File: src/rtl/core/prts_pkg.sv
// Shared types and codes for the periodic and repeated timer bank.
package prts_pkg;

    localparam int ID_W        = 16;
    localparam int REP_W       = 16;
    localparam int IN_PERIOD_W = 24;
    localparam int MAX_RESULTS = 16;
    localparam int FIRE_CNT_W  = $clog2(MAX_RESULTS + 1);

    localparam logic [1:0] MODE_ADD_PER = 2'd0;
    localparam logic [1:0] MODE_ADD_REP = 2'd1;
    localparam logic [1:0] MODE_CANCEL  = 2'd2;
    localparam logic [1:0] MODE_TICK    = 2'd3;

    localparam logic [2:0] KIND_ADDED     = 3'd0;
    localparam logic [2:0] KIND_FULL      = 3'd1;
    localparam logic [2:0] KIND_CANCELLED = 3'd2;
    localparam logic [2:0] KIND_UNKNOWN   = 3'd3;
    localparam logic [2:0] KIND_FIRED     = 3'd4;

    typedef struct packed {
        logic [1:0]       mode;
        logic [REP_W-1:0] reps;
        logic [ID_W-1:0]  cancel_id;
    } t_cmd;

    typedef struct packed {
        logic [2:0]      kind;
        logic [ID_W-1:0] id;
        logic            last;
    } t_res;

endpackage

File: src/rtl/core/periodic_repeat_timer_scheduler.sv
// Top level of the periodic and repeated timer bank.
// A command beat (add periodic, add repeated, cancel, tick) is taken when start is high and
// busy is low; a two-entry queue holds commands while the scan engine works, and busy rises
// only when that queue is full. The engine walks the slot memory one slot per cycle through
// its single read port; a tick visits every slot, while an add or a cancel stops at the slot
// that it finds, and one that finds none visits every slot.
// Each result beat is shown for exactly one cycle with o_valid high and cannot be held off.
// An add or a cancel gives one beat with o_last set; a tick gives one fired beat per
// expiring slot in ascending slot order, at most 16, the final one with o_last set, and no
// beat at all when nothing expires. Timers fire on the first tick after they are added.
module periodic_repeat_timer_scheduler #(
    parameter int NUM_SLOTS   = 16,
    parameter int PERIOD_BITS = 24
) (
    input  logic                              i_clk,
    input  logic                              i_rst_n,
    input  logic                              start,
    output logic                              busy,
    input  logic [1:0]                        i_mode,
    input  logic [prts_pkg::IN_PERIOD_W-1:0]  i_period_ms,
    input  logic [prts_pkg::REP_W-1:0]        i_repeat_count,
    input  logic [prts_pkg::ID_W-1:0]         i_cancel_id,
    output logic                              o_valid,
    output logic [2:0]                        o_kind,
    output logic [prts_pkg::ID_W-1:0]         o_result_id,
    output logic                              o_last
);
    import prts_pkg::*;

    logic                   q_valid;
    t_cmd                   q_cmd;
    logic [PERIOD_BITS-1:0] q_per;
    logic                   q_pop;
    t_res                   res;

    prts_front #(
        .PERIOD_BITS (PERIOD_BITS)
    ) u_front (
        .i_clk          (i_clk),
        .i_rst_n        (i_rst_n),
        .start          (start),
        .busy           (busy),
        .i_mode         (i_mode),
        .i_period_ms    (i_period_ms),
        .i_repeat_count (i_repeat_count),
        .i_cancel_id    (i_cancel_id),
        .o_q_valid      (q_valid),
        .o_q_cmd        (q_cmd),
        .o_q_per        (q_per),
        .i_q_pop        (q_pop)
    );

    prts_back #(
        .NUM_SLOTS   (NUM_SLOTS),
        .PERIOD_BITS (PERIOD_BITS)
    ) u_back (
        .i_clk       (i_clk),
        .i_rst_n     (i_rst_n),
        .i_q_valid   (q_valid),
        .i_q_cmd     (q_cmd),
        .i_q_per     (q_per),
        .o_q_pop     (q_pop),
        .o_res_valid (o_valid),
        .o_res       (res)
    );

    assign o_kind      = res.kind;
    assign o_result_id = res.id;
    assign o_last      = res.last;

endmodule

File: src/rtl/core/prts_front.sv
// Command intake: accept, classify and clamp commands, queue them for the scan engine.
module prts_front #(
    parameter int PERIOD_BITS = 24
) (
    input  logic                              i_clk,
    input  logic                              i_rst_n,
    input  logic                              start,
    output logic                              busy,
    input  logic [1:0]                        i_mode,
    input  logic [prts_pkg::IN_PERIOD_W-1:0]  i_period_ms,
    input  logic [prts_pkg::REP_W-1:0]        i_repeat_count,
    input  logic [prts_pkg::ID_W-1:0]         i_cancel_id,
    output logic                              o_q_valid,
    output prts_pkg::t_cmd                    o_q_cmd,
    output logic [PERIOD_BITS-1:0]            o_q_per,
    input  logic                              i_q_pop
);
    import prts_pkg::*;

    localparam logic [63:0] PER_LIMIT = (64'd1 << PERIOD_BITS) - 64'd1;

    logic [63:0]            per_ext;
    logic [63:0]            per_sat;
    logic [PERIOD_BITS-1:0] per_c;
    t_cmd                   cmd_c;
    logic                   push;

    t_cmd                   r_q_cmd [2];
    logic [PERIOD_BITS-1:0] r_q_per [2];
    logic                   r_wp;
    logic                   r_rp;
    logic [1:0]             r_cnt;
    logic                   n_wp;
    logic                   n_rp;
    logic [1:0]             n_cnt;

    always_comb begin
        per_ext = {{(64 - IN_PERIOD_W){1'b0}}, i_period_ms};
        per_sat = (per_ext > PER_LIMIT) ? PER_LIMIT : per_ext;
        per_c   = per_sat[PERIOD_BITS-1:0];
        cmd_c.mode      = i_mode;
        cmd_c.reps      = (i_mode == MODE_ADD_REP) ? i_repeat_count : '0;
        cmd_c.cancel_id = (i_mode == MODE_CANCEL) ? i_cancel_id : '0;
    end

    assign busy = (r_cnt == 2'd2);
    assign push = start && !busy;

    always_comb begin
        n_wp  = r_wp;
        n_rp  = r_rp;
        n_cnt = r_cnt;
        if (push) begin
            n_wp = ~r_wp;
        end
        if (i_q_pop) begin
            n_rp = ~r_rp;
        end
        unique case ({push, i_q_pop})
            2'b10:   n_cnt = r_cnt + 2'd1;
            2'b01:   n_cnt = r_cnt - 2'd1;
            default: n_cnt = r_cnt;
        endcase
    end

    always_ff @(posedge i_clk) begin
        if (!i_rst_n) begin
            r_wp  <= 1'b0;
            r_rp  <= 1'b0;
            r_cnt <= 2'd0;
        end else begin
            r_wp  <= n_wp;
            r_rp  <= n_rp;
            r_cnt <= n_cnt;
        end
    end

    always_ff @(posedge i_clk) begin
        if (push) begin
            r_q_cmd[r_wp] <= cmd_c;
            r_q_per[r_wp] <= (i_mode == MODE_ADD_PER || i_mode == MODE_ADD_REP) ? per_c : '0;
        end
    end

    assign o_q_valid = (r_cnt != 2'd0);
    assign o_q_cmd   = r_q_cmd[r_rp];
    assign o_q_per   = r_q_per[r_rp];

endmodule

File: src/rtl/core/prts_back.sv
// Slot scan engine: timer slot memory, add, cancel and tick processing, result beats.
module prts_back #(
    parameter int NUM_SLOTS   = 16,
    parameter int PERIOD_BITS = 24
) (
    input  logic                   i_clk,
    input  logic                   i_rst_n,
    input  logic                   i_q_valid,
    input  prts_pkg::t_cmd         i_q_cmd,
    input  logic [PERIOD_BITS-1:0] i_q_per,
    output logic                   o_q_pop,
    output logic                   o_res_valid,
    output prts_pkg::t_res         o_res
);
    import prts_pkg::*;

    localparam int           SW        = $clog2(NUM_SLOTS);
    localparam logic [SW-1:0] LAST_SLOT = SW'(NUM_SLOTS - 1);

    localparam logic [1:0] ST_IDLE  = 2'd0;
    localparam logic [1:0] ST_SCAN  = 2'd1;
    localparam logic [1:0] ST_DRAIN = 2'd2;
    localparam logic [1:0] ST_FLUSH = 2'd3;

    typedef struct packed {
        logic                   periodic;
        logic [ID_W-1:0]        ident;
        logic [PERIOD_BITS-1:0] period;
        logic [PERIOD_BITS-1:0] countdown;
        logic [REP_W-1:0]       reps;
    } t_entry;

    t_entry mem [NUM_SLOTS];

    logic [1:0]             r_state,      n_state;
    logic [SW-1:0]          r_idx,        n_idx;
    logic                   r_p_valid,    n_p_valid;
    logic [SW-1:0]          r_p_idx,      n_p_idx;
    logic [NUM_SLOTS-1:0]   r_active,     n_active;
    t_cmd                   r_cmd,        n_cmd;
    logic [PERIOD_BITS-1:0] r_per,        n_per;
    logic [ID_W-1:0]        r_next_id,    n_next_id;
    logic [FIRE_CNT_W-1:0]  r_fired,      n_fired;
    logic                   r_pend_valid, n_pend_valid;
    logic [ID_W-1:0]        r_pend_id,    n_pend_id;
    logic                   r_out_valid,  n_out_valid;
    t_res                   r_out,        n_out;
    t_entry                 r_rd;

    logic                   mem_we;
    t_entry                 mem_wdata;
    logic                   cur_active;
    logic [PERIOD_BITS-1:0] cd_dec;
    logic                   is_add;

    always_comb begin
        n_state      = r_state;
        n_idx        = r_idx;
        n_p_valid    = r_p_valid;
        n_p_idx      = r_p_idx;
        n_active     = r_active;
        n_cmd        = r_cmd;
        n_per        = r_per;
        n_next_id    = r_next_id;
        n_fired      = r_fired;
        n_pend_valid = r_pend_valid;
        n_pend_id    = r_pend_id;
        n_out_valid  = 1'b0;
        n_out        = r_out;
        o_q_pop      = 1'b0;
        mem_we       = 1'b0;
        mem_wdata    = r_rd;
        cur_active   = r_active[r_p_idx];
        cd_dec       = (r_rd.countdown != '0) ? (r_rd.countdown - 1'b1) : '0;
        is_add       = (r_cmd.mode == MODE_ADD_PER) || (r_cmd.mode == MODE_ADD_REP);

        unique case (r_state)
            ST_IDLE: begin
                if (i_q_valid) begin
                    o_q_pop      = 1'b1;
                    n_cmd        = i_q_cmd;
                    n_per        = i_q_per;
                    n_idx        = '0;
                    n_fired      = '0;
                    n_pend_valid = 1'b0;
                    n_state      = ST_SCAN;
                end
            end
            ST_SCAN: begin
                n_p_valid = 1'b1;
                n_p_idx   = r_idx;
                n_idx     = r_idx + 1'b1;
                if (r_idx == LAST_SLOT) begin
                    n_state = ST_DRAIN;
                end
            end
            ST_DRAIN: begin
                n_p_valid = 1'b0;
                n_state   = ST_FLUSH;
            end
            ST_FLUSH: begin
                n_state = ST_IDLE;
                if (is_add) begin
                    n_out_valid = 1'b1;
                    n_out       = '{kind: KIND_FULL, id: '0, last: 1'b1};
                end else if (r_cmd.mode == MODE_CANCEL) begin
                    n_out_valid = 1'b1;
                    n_out       = '{kind: KIND_UNKNOWN, id: r_cmd.cancel_id, last: 1'b1};
                end else if (r_pend_valid) begin
                    n_out_valid = 1'b1;
                    n_out       = '{kind: KIND_FIRED, id: r_pend_id, last: 1'b1};
                end
            end
            default: n_state = ST_IDLE;
        endcase

        // evaluate the slot whose entry was read last cycle
        if (r_p_valid) begin
            unique case (r_cmd.mode)
                MODE_ADD_PER, MODE_ADD_REP: begin
                    if (!cur_active) begin
                        n_active[r_p_idx]   = 1'b1;
                        mem_we              = 1'b1;
                        mem_wdata.periodic  = (r_cmd.mode == MODE_ADD_PER);
                        mem_wdata.ident     = r_next_id;
                        mem_wdata.period    = r_per;
                        mem_wdata.countdown = '0;
                        mem_wdata.reps      = (r_cmd.mode == MODE_ADD_PER) ? '0 : r_cmd.reps;
                        n_out_valid         = 1'b1;
                        n_out       = '{kind: KIND_ADDED, id: r_next_id, last: 1'b1};
                        n_next_id   = r_next_id + 1'b1;
                        n_p_valid   = 1'b0;
                        n_state     = ST_IDLE;
                    end
                end
                MODE_CANCEL: begin
                    if (cur_active && r_rd.ident == r_cmd.cancel_id) begin
                        n_active[r_p_idx] = 1'b0;
                        n_out_valid       = 1'b1;
                        n_out     = '{kind: KIND_CANCELLED, id: r_cmd.cancel_id, last: 1'b1};
                        n_p_valid = 1'b0;
                        n_state   = ST_IDLE;
                    end
                end
                MODE_TICK: begin
                    if (cur_active) begin
                        mem_we              = 1'b1;
                        mem_wdata.countdown = cd_dec;
                        if (cd_dec == '0 && r_fired != FIRE_CNT_W'(MAX_RESULTS)) begin
                            // hold this firing until the next one shows whether it ends the tick
                            if (r_pend_valid) begin
                                n_out_valid = 1'b1;
                                n_out = '{kind: KIND_FIRED, id: r_pend_id, last: 1'b0};
                            end
                            n_pend_valid = 1'b1;
                            n_pend_id    = r_rd.ident;
                            n_fired      = r_fired + 1'b1;
                            if (r_rd.periodic) begin
                                mem_wdata.countdown = r_rd.period;
                            end else if (r_rd.reps != '0) begin
                                mem_wdata.reps      = r_rd.reps - 1'b1;
                                mem_wdata.countdown = r_rd.period;
                            end else begin
                                n_active[r_p_idx] = 1'b0;
                            end
                        end
                    end
                end
                default: n_state = n_state;
            endcase
        end
    end

    always_ff @(posedge i_clk) begin
        if (!i_rst_n) begin
            r_state      <= ST_IDLE;
            r_idx        <= '0;
            r_p_valid    <= 1'b0;
            r_active     <= '0;
            r_next_id    <= '0;
            r_fired      <= '0;
            r_pend_valid <= 1'b0;
            r_out_valid  <= 1'b0;
        end else begin
            r_state      <= n_state;
            r_idx        <= n_idx;
            r_p_valid    <= n_p_valid;
            r_active     <= n_active;
            r_next_id    <= n_next_id;
            r_fired      <= n_fired;
            r_pend_valid <= n_pend_valid;
            r_out_valid  <= n_out_valid;
        end
    end

    always_ff @(posedge i_clk) begin
        r_p_idx   <= n_p_idx;
        r_cmd     <= n_cmd;
        r_per     <= n_per;
        r_pend_id <= n_pend_id;
        r_out     <= n_out;
    end

    always_ff @(posedge i_clk) begin
        if (mem_we) begin
            mem[r_p_idx] <= mem_wdata;
        end
        r_rd <= mem[r_idx];
    end

    assign o_res_valid = r_out_valid;
    assign o_res       = r_out;

endmodule

File: config.mk
export PLATFORM = sky130hd
export DESIGN_NAME = periodic_repeat_timer_scheduler
export DESIGN_NICKNAME = d
export VERILOG_FILES = /design/src/rtl/core/prts_pkg.sv /design/src/rtl/core/periodic_repeat_timer_scheduler.sv /design/src/rtl/core/prts_front.sv /design/src/rtl/core/prts_back.sv
export SDC_FILE = /design/constraint.sdc
export NUM_CORES = 2
export LEC_CHECK = 0
export BUFFER_PORTS_ARGS = -buffer_cell sky130_fd_sc_hd__buf_2
export CORE_UTILIZATION = 50
export CTS_CLUSTER_DIAMETER = 50
export DETAILED_ROUTE_END_ITERATION = 6
export GPL_TIMING_DRIVEN = 0
export PLACE_DENSITY_LB_ADDON = 0.2
export SLEW_MARGIN = 20
export SYNTH_ARGS = -nofsm -noshare
export SYNTH_HDL_FRONTEND = slang
export SYNTH_HIERARCHICAL = 1
export SYNTH_SLANG_ARGS = --single-unit
File: constraint.sdc
create_clock -name i_clk -period 17.8 [get_ports i_clk]
set_input_delay 3.56 -clock i_clk [delete_from_list [all_inputs] [get_ports i_clk]]
set_output_delay 3.56 -clock i_clk [all_outputs]
set_load 0.02 [all_outputs]
==> impl_metrics.tcl <==
set metrics [dict create \
    htree_levels 4 \
    synth_top_family_by_area "multiplexers" \
    ir_worst_vdd_mv 0.0954 \
    synth_xor_area_share_pct 0.517 \
    reg2reg_depth 14 \
    relSlewSlack_pct 18.5 \
    cap_viol_max_count 0 \
    dieArea_um2 130000 \
    status "finished, final reports clean" \
    setup_tns_ns 0 \
    grt_pass1_vias 34300 \
    clkSinkCount 1642 \
    pin_count 83 \
    async_flop_share_pct 0 \
    die_x_um 361 \
    post_cts.repair.setup_buffers 0 \
    drive_gt1_share_pct 28.2 \
    hold_violations 0 \
    core-area_um2 128000 \
    place_congestion 0.916 \
    via_count 34300 \
    yosysTopAreaCell "edfxtp_1" \
    design_area_um2 74800 \
    grtUsageTotal_pct 25.7 \
    initialDrtViolationCount 4453 \
    min_path_cells 2 \
    chipHeight_um 361 \
    rsz0062_at_grt "no" \
    ys_seq_elements 1642 \
    power_density_nw_per_um2 127 \
    cp-start-kind "register" \
    synth_ff_type "edfxtp_1" \
    start_util_pct 50.4 \
    final_nets 3788 \
    hp-class "register to register" \
    syn_nets 3367 \
    critical_path_required_ns 18.30 \
    clk_pin_slew_worst_paths_ns 0.06 \
    leakage_nw 24.1 \
    clockRootBuffer "clkbuf_16" \
    grt_pass1_wl_um 240000 \
    finalSetupViolCount 0 \
    row_count 131 \
    firstDrtPassIters 6 \
    grt_max_degree 38 \
    synthAdderAreaFrac_pct 0.233 \
    crit_arrival_ns 6.17 \
    cts_hold_buffers 0 \
    fin_crit_sh_pct 31.9 \
    worst-setup-path-type "register to register" \
    syn2layout_area_growth_pct 16.1 \
    grt_antenna_before_repair 5 \
    worstMarginPinSlew_ns 1.22 \
    ctsResizeCount 0 \
    yosys.area_share.simple_pct 4.27 \
    wl_per_cell_um 29.9 \
    final.setup_skew_ns 0.0301 \
    yosys_warnings 6 \
    p_total_w 0.00949 \
    cts_buffers 169 \
    synth_top_area_share_pct 69.5 \
    wl_um 165000 \
    fmax_ghz 0.176 \
    crit_fanout 10 \
    synth_enable_flop_cells 1490 \
    clock_latency_ns 0.80 \
    placed_area_um2 69100 \
    drv_slew 0 \
    post-route-min-period_ns 5.67 \
    grt_overflow_total 0 \
    synth_mux_area_share_pct 15.7 \
    drc 0 \
    grt-busiest-layer "met2" \
    final_cell_mix "1490 x edfxtp_1, 407 x mux4_2, 213 x nand2_1, 178 x clkbuf_16, 157 x clkbuf_1" \
    port_buffers 82 \
    synthTopCellsByArea "edfxtp_1 69%, mux4_2 14%, dfxtp_1 4.7%, nand2_1 1.2%, mux2_2 1.0%" \
    globalRouteMet1Util_pct 36.4 \
    use_met3_pct 5.25 \
    met2_usage_pct 40.7 \
    final_common_cell "edfxtp_1" \
    tritoncts "done" \
    seq_area_frac_synth_pct 74.2 \
    post-route-util_pct 58.6 \
    netlist_instances 3294 \
    synth_compound_area_share_pct 3.61 \
    synth.distinct_cells 81 \
    place_hpwl_um 112000 \
    post_synth.cell_area_avg_um2 19.5 \
    synth_area_um2 64400 \
    clk_path_buf_depth 3 \
    end_kind "register" \
    routed_via_density 6.21 \
    postRouteAntennaNets 0 \
]
registers in the layout, summed over array words and instances (netlist names), 5 cells and up, named ones only:
name              flops
u_back/mem         1296
u_back/r_rd          81
u_front/r_q_cmd      68
u_front/r_q_per      48
u_back/r_cmd         34
u_back/r_per         24
u_back/o_res         20
u_back/r_next_id     16
u_back/r_pend_id     16
u_back/r_fired        5
final cells by class:
class	count	area [µm²]
Multi-Input combinational cell	1421	15800
Timing Repair Buffer	250	2430
Sequential cell	1642	47800
Inverter	44	170
Antenna cell	1	2.50
Fill cell	9234	52900
Tap cell	1662	2080
Buffer	187	805
Clock inverter	72	726
Clock buffer	247	4920
critical path: stages, from the launching register on:
cell,delay [ns]
edfxtp_1,0.32
clkbuf_1,0.53
mux4_2,0.41
mux2_2,0.32
a32oi_1,0.48
nand3_1,0.23
a21o_1,0.39
buf_1,0.50
nor3_2,0.72
buf_4,0.34
buf_4,0.23
buf_4,0.23
buf_4,0.23
buf_4,0.23
buf_6,0.17
through the flow:
step,std cells,setup WS [ns],hold slack [ns]
6_report,5526,12.13,0.448
2_1_floorplan,3294,9.55,0.435
3_3_place_gp,5038,0.0384,0.445
5_1_grt,5525,12.07,0.471
4_1_cts,5523,12.24,0.450
3_5_place_dp,5204,12.26,0.441
report_power, final:
group          switching, W  leakage [nW]  internal (W)
sequential         0.000137          14.7       0.00456
clock               0.00146          2.77       0.00210
combinational      0.000767          6.59      0.000473
cell usage after synthesis (all sizes together) (6+ instances only):
library cell / number
nor2b: 44
nand3: 24
or4: 8
nand2: 213
a221o: 13
or3: 11
mux4: 407
nor2: 55
edfxtp: 1490
nand4: 16
mux2i: 29
buf: 64
and3: 13
inv: 44
or2: 9
a21boi: 6
ha: 12
nor3: 42
a221oi: 16
a22oi: 21
mux2: 60
o211a: 6
o211ai: 24
and2: 56
xor2: 6
nor4b: 6
a21o: 22
clkbuf: 123
nor4: 24
a21oi: 64
dfxtp: 152
xnor2: 32
nand2b: 8
o2111ai: 16
o21ai: 81
a31oi: 13
o2bb2ai: 7
kinds of logic after synthesis:
| logic type | Yosys count |
|---|---|
| flip-flops | 1642 |
| AND/OR/NAND/NOR | 543 |
| multiplexers | 496 |
| AO/OA/AOI/OAI | 332 |
| buffers and inverters | 231 |
| XOR/XNOR | 38 |
| adder cells (fa/ha/maj) | 12 |
per-layer routing:
layer | routed length [µm] | part of all wire, %
met2 | 78800 | 48
met4 | 4450 | 2.7
met3 | 13800 | 8.3
met5 | 0 | 0
met1 | 68100 | 41
worst paths after layout:
| check | slack, ns | end | start |
|---|---|---|---|
| max | 12.13 | u_back/mem[15][48]$_DFFE_PP_ | u_back/r_p_idx[3]$_DFFE_PP_ |
| min | 0.45 | u_back/o_res[19]$_DFF_P_ | u_back/o_res[19]$_DFF_P_ |
| max reg2reg | 12.13 | u_back/mem[15][48]$_DFFE_PP_ | u_back/r_p_idx[3]$_DFFE_PP_ |
| min reg2reg | 0.45 | u_back/o_res[19]$_DFF_P_ | u_back/o_res[19]$_DFF_P_ |
(Power assumes the default switching activity.)
